## config.mk

```make
export PLATFORM = sky130hd
export DESIGN_NAME = ewma_handover_candidate_table_core
export DESIGN_NICKNAME = d
export VERILOG_FILES = /design/src/hdl/ehct_pkg.sv /design/src/hdl/ehct_mac.sv /design/src/hdl/ewma_handover_candidate_table_core.sv
export SDC_FILE = /design/constraint.sdc
export NUM_CORES = 2
export LEC_CHECK = 0
export ABC_CLOCK_PERIOD_IN_PS = 13100
export BUFFER_PORTS_ARGS = -buffer_cell sky130_fd_sc_hd__clkbuf_2
export CAP_MARGIN = 20
export CORE_AREA = 2 2 514 618
export DETAILED_ROUTE_END_ITERATION = 10
export DIE_AREA = 0 0 516 620
export PLACE_DENSITY = 0.5
export RECOVER_POWER = 25
export SLEW_MARGIN = 20
export SYNTH_ARGS = -nofsm -noshare
export SYNTH_HDL_FRONTEND = slang
export SYNTH_HIERARCHICAL = 1
export SYNTH_SLANG_ARGS = --single-unit
```

## constraint.sdc

```tcl
create_clock -name clk -period 13.1 [get_ports clk]
set_input_delay 0.655 -clock clk [delete_from_list [all_inputs] [get_ports clk]]
set_output_delay 0.655 -clock clk [all_outputs]
set_load 0.02 [all_outputs]
```

## src/hdl/ehct_pkg.sv

```systemverilog
package ehct_pkg;

  // table geometry
  localparam int TBL_DEPTH = 16;
  localparam int IDX_W     = $clog2(TBL_DEPTH);
  localparam int CNT_W     = IDX_W + 1;

  // Q1.16 weight of one
  localparam logic [16:0] ALPHA_ONE   = 17'd65536;
  localparam logic [16:0] ALPHA_RESET = 17'd32768;

  // accumulator width: full 17 x 32 product
  localparam int ACC_W = 49;

  // result status codes
  typedef enum logic [2:0] {
    ST_UPDATED  = 3'd0,
    ST_INSERTED = 3'd1,
    ST_FULL     = 3'd2,
    ST_CAND     = 3'd3,
    ST_NONE     = 3'd4,
    ST_ABSENT   = 3'd5
  } status_t;

  // request commands
  typedef enum logic {
    CMD_STORE  = 1'b0,
    CMD_DECIDE = 1'b1
  } cmd_t;

  // sequencer states
  typedef enum logic [3:0] {
    S_IDLE,
    S_SCAN,
    S_MUL0,
    S_MUL1,
    S_WR,
    S_SORT,
    S_FIND,
    S_COUNT,
    S_EMIT,
    S_RES
  } state_t;

  // multiply-accumulate control
  typedef struct packed {
    logic en;
    logic clr;
  } mac_ctl_t;

endpackage

```

## src/hdl/ehct_mac.sv

```systemverilog
module ehct_mac (
  input  logic                        clk,
  input  ehct_pkg::mac_ctl_t          ctl,
  input  logic [16:0]                 opa,
  input  logic [31:0]                 opb,
  output logic [ehct_pkg::ACC_W-1:0]  acc
);
  import ehct_pkg::*;

  logic [ACC_W-1:0] acc_r;
  logic [ACC_W-1:0] acc_nxt;
  logic [ACC_W-1:0] prod;

  // one 17 x 32 multiplier, accumulated over steps
  always_comb begin
    prod    = ACC_W'(opa) * ACC_W'(opb);
    acc_nxt = (ctl.clr ? '0 : acc_r) + prod;
  end

  always_ff @(posedge clk) begin
    if (ctl.en) begin
      acc_r <= acc_nxt;
    end
  end

  assign acc = acc_r;

endmodule

```

## src/hdl/ewma_handover_candidate_table_core.sv

```systemverilog
// Store: table scan, then on a hit a multiply-accumulate update of the slot.
// Decide: bubble sort of up to cnt passes, then find, count and emit scans;
//   results wait on output stalls.
// Throughput: one request at a time; in_stall stays high until the last
//   result is loaded into the output register. One shared multiplier.
// Reset: synchronous active-low rst_n empties the table and sets alpha to 0.5.
module ewma_handover_candidate_table_core (
  input  logic        clk,
  input  logic        rst_n,
  input  logic        cfg_we,
  input  logic [16:0] cfg_wdata,
  input  logic        in_valid,
  output logic        in_stall,
  input  logic        in_cmd,
  input  logic [15:0] in_station_id,
  input  logic [15:0] in_frequency,
  input  logic [31:0] in_cir,
  output logic        out_valid,
  input  logic        out_stall,
  output logic [15:0] out_station_id_out,
  output logic [15:0] out_frequency_out,
  output logic [2:0]  out_status,
  output logic        out_last
);
  import ehct_pkg::*;

  // table storage
  logic [15:0] ent_st_r  [TBL_DEPTH];
  logic [15:0] ent_fr_r  [TBL_DEPTH];
  logic [31:0] ent_avg_r [TBL_DEPTH];
  logic [CNT_W-1:0] cnt_r;

  logic [16:0] alpha_r;
  state_t state_r, state_nxt;

  // latched request
  logic        cmd_r;
  logic [15:0] st_r, fr_r;
  logic [31:0] cir_r;

  // sequencer registers
  logic [CNT_W-1:0] k_r, k_nxt;
  logic [CNT_W-1:0] n_r, n_nxt;
  logic [IDX_W-1:0] hit_r, hit_nxt;
  logic [31:0]      ref_r, ref_nxt;
  logic             swp_r, swp_nxt;
  status_t          res_st_r, res_st_nxt;
  logic [15:0]      res_fr_r, res_fr_nxt;

  // output register
  logic        ov_r;
  logic [15:0] o_st_r, o_fr_r;
  logic [2:0]  o_stat_r;
  logic        o_last_r;

  logic [IDX_W-1:0] ki, kp1;
  logic             can_load;
  logic [16:0]      a_sat;
  logic             sort_swap;
  logic             do_ins, do_upd, do_swap;
  logic             load_cand, load_res;

  mac_ctl_t          mctl;
  logic [16:0]       m_a;
  logic [31:0]       m_b;
  logic [ACC_W-1:0]  m_acc;

  assign ki       = k_r[IDX_W-1:0];
  assign kp1      = ki + IDX_W'(1);
  assign can_load = !ov_r || !out_stall;
  assign a_sat    = (alpha_r > ALPHA_ONE) ? ALPHA_ONE : alpha_r;
  assign sort_swap = ent_avg_r[ki] < ent_avg_r[kp1];

  ehct_mac u_mac (
    .clk (clk),
    .ctl (mctl),
    .opa (m_a),
    .opb (m_b),
    .acc (m_acc)
  );

  // state register and sequencer registers
  always_ff @(posedge clk) begin
    if (!rst_n) begin
      state_r <= S_IDLE;
    end else begin
      state_r <= state_nxt;
    end
    k_r      <= k_nxt;
    n_r      <= n_nxt;
    hit_r    <= hit_nxt;
    ref_r    <= ref_nxt;
    swp_r    <= swp_nxt;
    res_st_r <= res_st_nxt;
    res_fr_r <= res_fr_nxt;
  end

  // next state and controls
  always_comb begin
    state_nxt  = state_r;
    k_nxt      = k_r;
    n_nxt      = n_r;
    hit_nxt    = hit_r;
    ref_nxt    = ref_r;
    swp_nxt    = swp_r;
    res_st_nxt = res_st_r;
    res_fr_nxt = res_fr_r;
    mctl       = '0;
    m_a        = a_sat;
    m_b        = cir_r;
    do_ins     = 1'b0;
    do_upd     = 1'b0;
    do_swap    = 1'b0;
    load_cand  = 1'b0;
    load_res   = 1'b0;
    case (state_r)
      S_IDLE: begin
        k_nxt   = '0;
        swp_nxt = 1'b0;
        if (in_valid) begin
          if (in_cmd == CMD_STORE) begin
            state_nxt = S_SCAN;
          end else if (cnt_r < CNT_W'(2)) begin
            state_nxt = S_FIND;
          end else begin
            state_nxt = S_SORT;
          end
        end
      end
      S_SCAN: begin
        if (k_r < cnt_r) begin
          if (ent_st_r[ki] == st_r && ent_fr_r[ki] == fr_r) begin
            hit_nxt   = ki;
            state_nxt = S_MUL0;
          end else begin
            k_nxt = k_r + CNT_W'(1);
          end
        end else begin
          res_fr_nxt = fr_r;
          if (cnt_r == CNT_W'(TBL_DEPTH)) begin
            res_st_nxt = ST_FULL;
          end else begin
            do_ins     = 1'b1;
            res_st_nxt = ST_INSERTED;
          end
          state_nxt = S_RES;
        end
      end
      S_MUL0: begin
        mctl      = '{en: 1'b1, clr: 1'b1};
        m_a       = ALPHA_ONE - a_sat;
        m_b       = ent_avg_r[hit_r];
        state_nxt = S_MUL1;
      end
      S_MUL1: begin
        mctl      = '{en: 1'b1, clr: 1'b0};
        state_nxt = S_WR;
      end
      S_WR: begin
        do_upd     = 1'b1;
        res_st_nxt = ST_UPDATED;
        res_fr_nxt = fr_r;
        state_nxt  = S_RES;
      end
      S_SORT: begin
        // one compare-exchange of neighbors per cycle
        do_swap = sort_swap;
        if (k_r + CNT_W'(2) == cnt_r) begin
          k_nxt   = '0;
          swp_nxt = 1'b0;
          if (!(swp_r || sort_swap)) begin
            state_nxt = S_FIND;
          end
        end else begin
          k_nxt   = k_r + CNT_W'(1);
          swp_nxt = swp_r || sort_swap;
        end
      end
      S_FIND: begin
        if (k_r < cnt_r) begin
          if (ent_st_r[ki] == st_r) begin
            ref_nxt   = ent_avg_r[ki];
            k_nxt     = '0;
            n_nxt     = '0;
            state_nxt = S_COUNT;
          end else begin
            k_nxt = k_r + CNT_W'(1);
          end
        end else begin
          res_st_nxt = ST_ABSENT;
          res_fr_nxt = '0;
          state_nxt  = S_RES;
        end
      end
      S_COUNT: begin
        if (k_r < cnt_r) begin
          if (ent_avg_r[ki] > ref_r) begin
            n_nxt = n_r + CNT_W'(1);
          end
          k_nxt = k_r + CNT_W'(1);
        end else begin
          k_nxt = '0;
          if (n_r == '0) begin
            res_st_nxt = ST_NONE;
            res_fr_nxt = '0;
            state_nxt  = S_RES;
          end else begin
            state_nxt = S_EMIT;
          end
        end
      end
      S_EMIT: begin
        if (ent_avg_r[ki] > ref_r) begin
          if (can_load) begin
            load_cand = 1'b1;
            n_nxt     = n_r - CNT_W'(1);
            k_nxt     = k_r + CNT_W'(1);
            if (n_r == CNT_W'(1)) begin
              state_nxt = S_IDLE;
            end
          end
        end else begin
          k_nxt = k_r + CNT_W'(1);
        end
      end
      S_RES: begin
        if (can_load) begin
          load_res  = 1'b1;
          state_nxt = S_IDLE;
        end
      end
      default: begin
        state_nxt = S_IDLE;
      end
    endcase
  end

  assign in_stall = (state_r != S_IDLE);

  // request capture and alpha register
  always_ff @(posedge clk) begin
    if (state_r == S_IDLE && in_valid) begin
      cmd_r <= in_cmd;
      st_r  <= in_station_id;
      fr_r  <= in_frequency;
      cir_r <= in_cir;
    end
    if (!rst_n) begin
      alpha_r <= ALPHA_RESET;
    end else if (cfg_we) begin
      alpha_r <= cfg_wdata;
    end
  end

  // table writes: insert, average update, sort exchange
  always_ff @(posedge clk) begin
    if (!rst_n) begin
      cnt_r <= '0;
    end else if (do_ins) begin
      cnt_r <= cnt_r + CNT_W'(1);
    end
    if (do_ins) begin
      ent_st_r[cnt_r[IDX_W-1:0]]  <= st_r;
      ent_fr_r[cnt_r[IDX_W-1:0]]  <= fr_r;
      ent_avg_r[cnt_r[IDX_W-1:0]] <= cir_r;
    end
    if (do_upd) begin
      ent_avg_r[hit_r] <= m_acc[47:16];
    end
    if (do_swap) begin
      ent_st_r[ki]   <= ent_st_r[kp1];
      ent_fr_r[ki]   <= ent_fr_r[kp1];
      ent_avg_r[ki]  <= ent_avg_r[kp1];
      ent_st_r[kp1]  <= ent_st_r[ki];
      ent_fr_r[kp1]  <= ent_fr_r[ki];
      ent_avg_r[kp1] <= ent_avg_r[ki];
    end
  end

  // output register
  always_ff @(posedge clk) begin
    if (!rst_n) begin
      ov_r <= 1'b0;
    end else if (load_cand || load_res) begin
      ov_r <= 1'b1;
    end else if (!out_stall) begin
      ov_r <= 1'b0;
    end
    if (load_cand) begin
      o_st_r   <= ent_st_r[ki];
      o_fr_r   <= ent_fr_r[ki];
      o_stat_r <= ST_CAND;
      o_last_r <= (n_r == CNT_W'(1));
    end else if (load_res) begin
      o_st_r   <= st_r;
      o_fr_r   <= res_fr_r;
      o_stat_r <= res_st_r;
      o_last_r <= 1'b1;
    end
  end

  assign out_valid          = ov_r;
  assign out_station_id_out = o_st_r;
  assign out_frequency_out  = o_fr_r;
  assign out_status         = o_stat_r;
  assign out_last           = o_last_r;

`ifndef SYNTH
  a_cnt_bound: assert property (@(posedge clk) disable iff (!rst_n)
    cnt_r <= CNT_W'(TBL_DEPTH))
    else $error("entry count above table depth");

  a_cnt_step: assert property (@(posedge clk) disable iff (!rst_n)
    (cnt_r != $past(cnt_r)) |-> (cnt_r == $past(cnt_r) + CNT_W'(1)))
    else $error("entry count moved by other than one");

  a_emit_rem: assert property (@(posedge clk) disable iff (!rst_n)
    (state_r == S_EMIT) |-> (n_r != '0))
    else $error("emit with no candidates left");

  a_busy: assert property (@(posedge clk) disable iff (!rst_n)
    (in_valid && !in_stall) |=> (state_r != S_IDLE))
    else $error("request accepted without leaving idle");

  a_store_cmd: assert property (@(posedge clk) disable iff (!rst_n)
    (state_r == S_SORT || state_r == S_COUNT) |-> (cmd_r == CMD_DECIDE))
    else $error("sort path entered on store request");
`endif

endmodule

```

==> impl_metrics.yaml <==
run_status:
  status: "finished, violations left"
  violations: "capacitance limit, slew limit"
cells_and_area:
  area_growth_pct: 11.1
  drive_gt1_share_pct: 16.0
  fin_nets: 8969
logic_synthesis:
  syn_area_um2: 93800
  syn_inst: 8420
  yosys_warnings: 6
  synth_area_per_cell_um2: 11.1
  synth_fp_nets: 9201
sta:
  period_minus_slack_ns: 11.22
  drv_slew: 952
  worst_slew_pin_slew_ns: 3.69
  max-slew-margin-rel_pct: -146
  hold_violations: 0
  setup_tns_ns: 0
  finalCritPeriodShare_pct: 85.6
  rsz0062_at_grt: "false"
  finalClockSkew_ns: 0.0851
  max_clock_freq_mhz: 89.2
  finalSetupViolCount: 0
placement:
  gp_congestion: 0.885
  place_hpwl_um: 198000
  numPortBuffers: 124
clock_network:
  clkTransAtPathRegs_ns: 0.07
  cts_setup_buffers: 0
  cts_buffers: 166
  cts_tree: "done"
  ctsHtreeMaxLevel: 4
  cts_num_sinks: 1273
  max-clock-path-buffers: 4
  clock-root-buffer: "clkbuf_16"
  insertion_delay_ns: 0.87
setup_path:
  crit_fanout: 65
  arrival_ns: 11.63
  r2r_setup_slack_ns: 1.88
  required_ns: 13.51
  path_class: "reg2reg"
  reg2reg_depth: 19
  r2r-end: "ent_st_r[6][10]$_DFFE_PP_"
  cp-start-kind: "flop"
  endpoint_kind: "flop"
route:
  drtAntennaViolNets: 0
  drt_first_pass_iters: 6
  wl_per_cell_um: 26.5
  drc: 0
  vias: 68473
  totalWireLength_um: 333000
  first_iter_violations: 7723
  routed_via_density: 5.46
min_path:
  min_to: "alpha_r[2]$_SDFFE_PN0P_"
  min-delay-path-class: "in2reg"
  hp-start: "cfg_wdata[2]"
  hold_depth: 3
global_routing:
  grt_pass1_vias: 69383
  grt_overflow: 0
  antenna_found_initial: 15
  grt_pass1_wl_um: 484000
  grt_max_degree: 129
  grt.total_usage_pct: 20.6
floorplan:
  rows: 226
  die_area_um2: 320000
  top_level_ports: 125
  die_w_um: 516
  core_um2: 314000
  fp.dieH_um: 620
  start_util_pct: 29.8
run:
  cap_violations: 30
[cell usage in the layout, fill, tap and decap left out, types with 21 or more instances in the layout]
cell type         n
clkinv_1         29
o21ai_0         573
inv_1           748
edfxtp_1       1235
and2_1          215
nand2_1        1153
clkbuf_2         59
buf_4           114
nand2b_1         44
nand3_1          64
fa_1            497
nand4_1          24
clkbuf_1        118
xor2_1           30
mux2_2           62
dfxtp_1          30
mux2i_1         157
clkbuf_16       168
a21oi_1         643
nor3_1           33
nor2_1          753
a22oi_1          23
o21ai_4          21
mux4_2          701
ha_1            196
dlygate4sd3_1    38
a21o_1           47
xnor2_1          61
clkinv_2         27
nor2b_1          50
o21ai_1          24
[layer usage]
layer | vias to the layer above | share of wire (%) | global-route usage (%) | wire length [um]
met4 | 12 | 3.5 | 6.79 | 11800
met3 | 666 | 8.1 | 2.95 | 27000
met1 | 35028 | 40 | 26.8 | 132000
li1 | 29316 | - | - | -
met5 | - | 0.027 | 0 | 90
met2 | 3451 | 49 | 34.9 | 162000
[sequential cells by signal, summed over array words and instances, names as in the netlist, named ones only]
signal / count
swp_r: 1
cnt_r: 5
ent_st_r: 256
state_r: 4
st_r: 16
cir_r: 32
ent_avg_r: 512
ent_fr_r: 256
res_fr_r: 16
out_frequency_out: 16
alpha_r: 17
k_r: 5
out_last: 1
res_st_r: 3
u_mac/acc: 48
out_valid: 1
hit_r: 4
out_status: 3
fr_r: 16
ref_r: 32
out_station_id_out: 16
n_r: 5
[stage by stage]
| step | utilization [%] | std cells | hold WS (ns) | setup WS [ns] | area (um2) |
|---|---|---|---|---|---|
| after floorplan | - | 8420 | 0.434 | 3.20 | 93800 |
| after global routing | 33.1 | 12532 | 0.0655 | 1.27 | 104000 |
| after CTS | 33.2 | 12524 | 0.00178 | 3.10 | 104000 |
| after detailed placement | 31.5 | 12199 | 0.477 | 3.17 | 98900 |
| after global placement | 31.4 | 12192 | 0.466 | 3.35 | 98700 |
| final | 33.1 | 12536 | 0.0692 | 1.88 | 104000 |
[area by class of cell]
class	instances	area, um2
sequential	1273	37900
tap	4218	5280
antenna	11	27.5
inverter	753	2830
clock buffer	198	4360
timing repair buffer	321	2260
multi-input combinational	5673	50800
fill	31610	210000
clock inverter	89	817
[how the worst max path moves through the flow]
stage	start	endpoint
3_5_place_dp	state_r[3]$_SDFFE_PN0P_	u_mac/acc[34]$_DFFE_PP_
4_1_cts	state_r[3]$_SDFFE_PN0P_	u_mac/acc[34]$_DFFE_PP_
2_1_floorplan	k_r[0]$_DFFE_PN_	ent_avg_r[7][0]$_DFFE_PP_
3_3_place_gp	flop	u_mac/acc[47]$_DFFE_PP_
5_1_grt	flop	ent_st_r[6][1]$_DFFE_PP_
6_report	flop	ent_st_r[6][10]$_DFFE_PP_
[repair_timing]
item	4_1_cts	5_1_grt
resized for setup	0	0
hold buffers	38	0
endpoints found under the hold margin	38	0
[critical path: stages, from the launching register on]
cell	delay (ns)
dfxtp_4	0.66
clkbuf_1	2.43
mux4_2	0.74
nand2_1	0.10
nand3_1	0.08
o21ai_0	0.66
inv_1	0.27
ha_1	0.41
a21o_1	0.16
a221o_1	0.38
a221oi_1	0.38
o21ai_0	0.17
a211oi_1	0.79
o221ai_4	0.49
nor3_1	0.28
buf_4	0.21
nand2_1	0.12
clkbuf_2	1.19
o21ai_4	0.35
buf_4	0.81
Power is left out: the tool's default activity adds up to more than one toggle a clock period on the data nets, which glitch-free logic cannot reach.
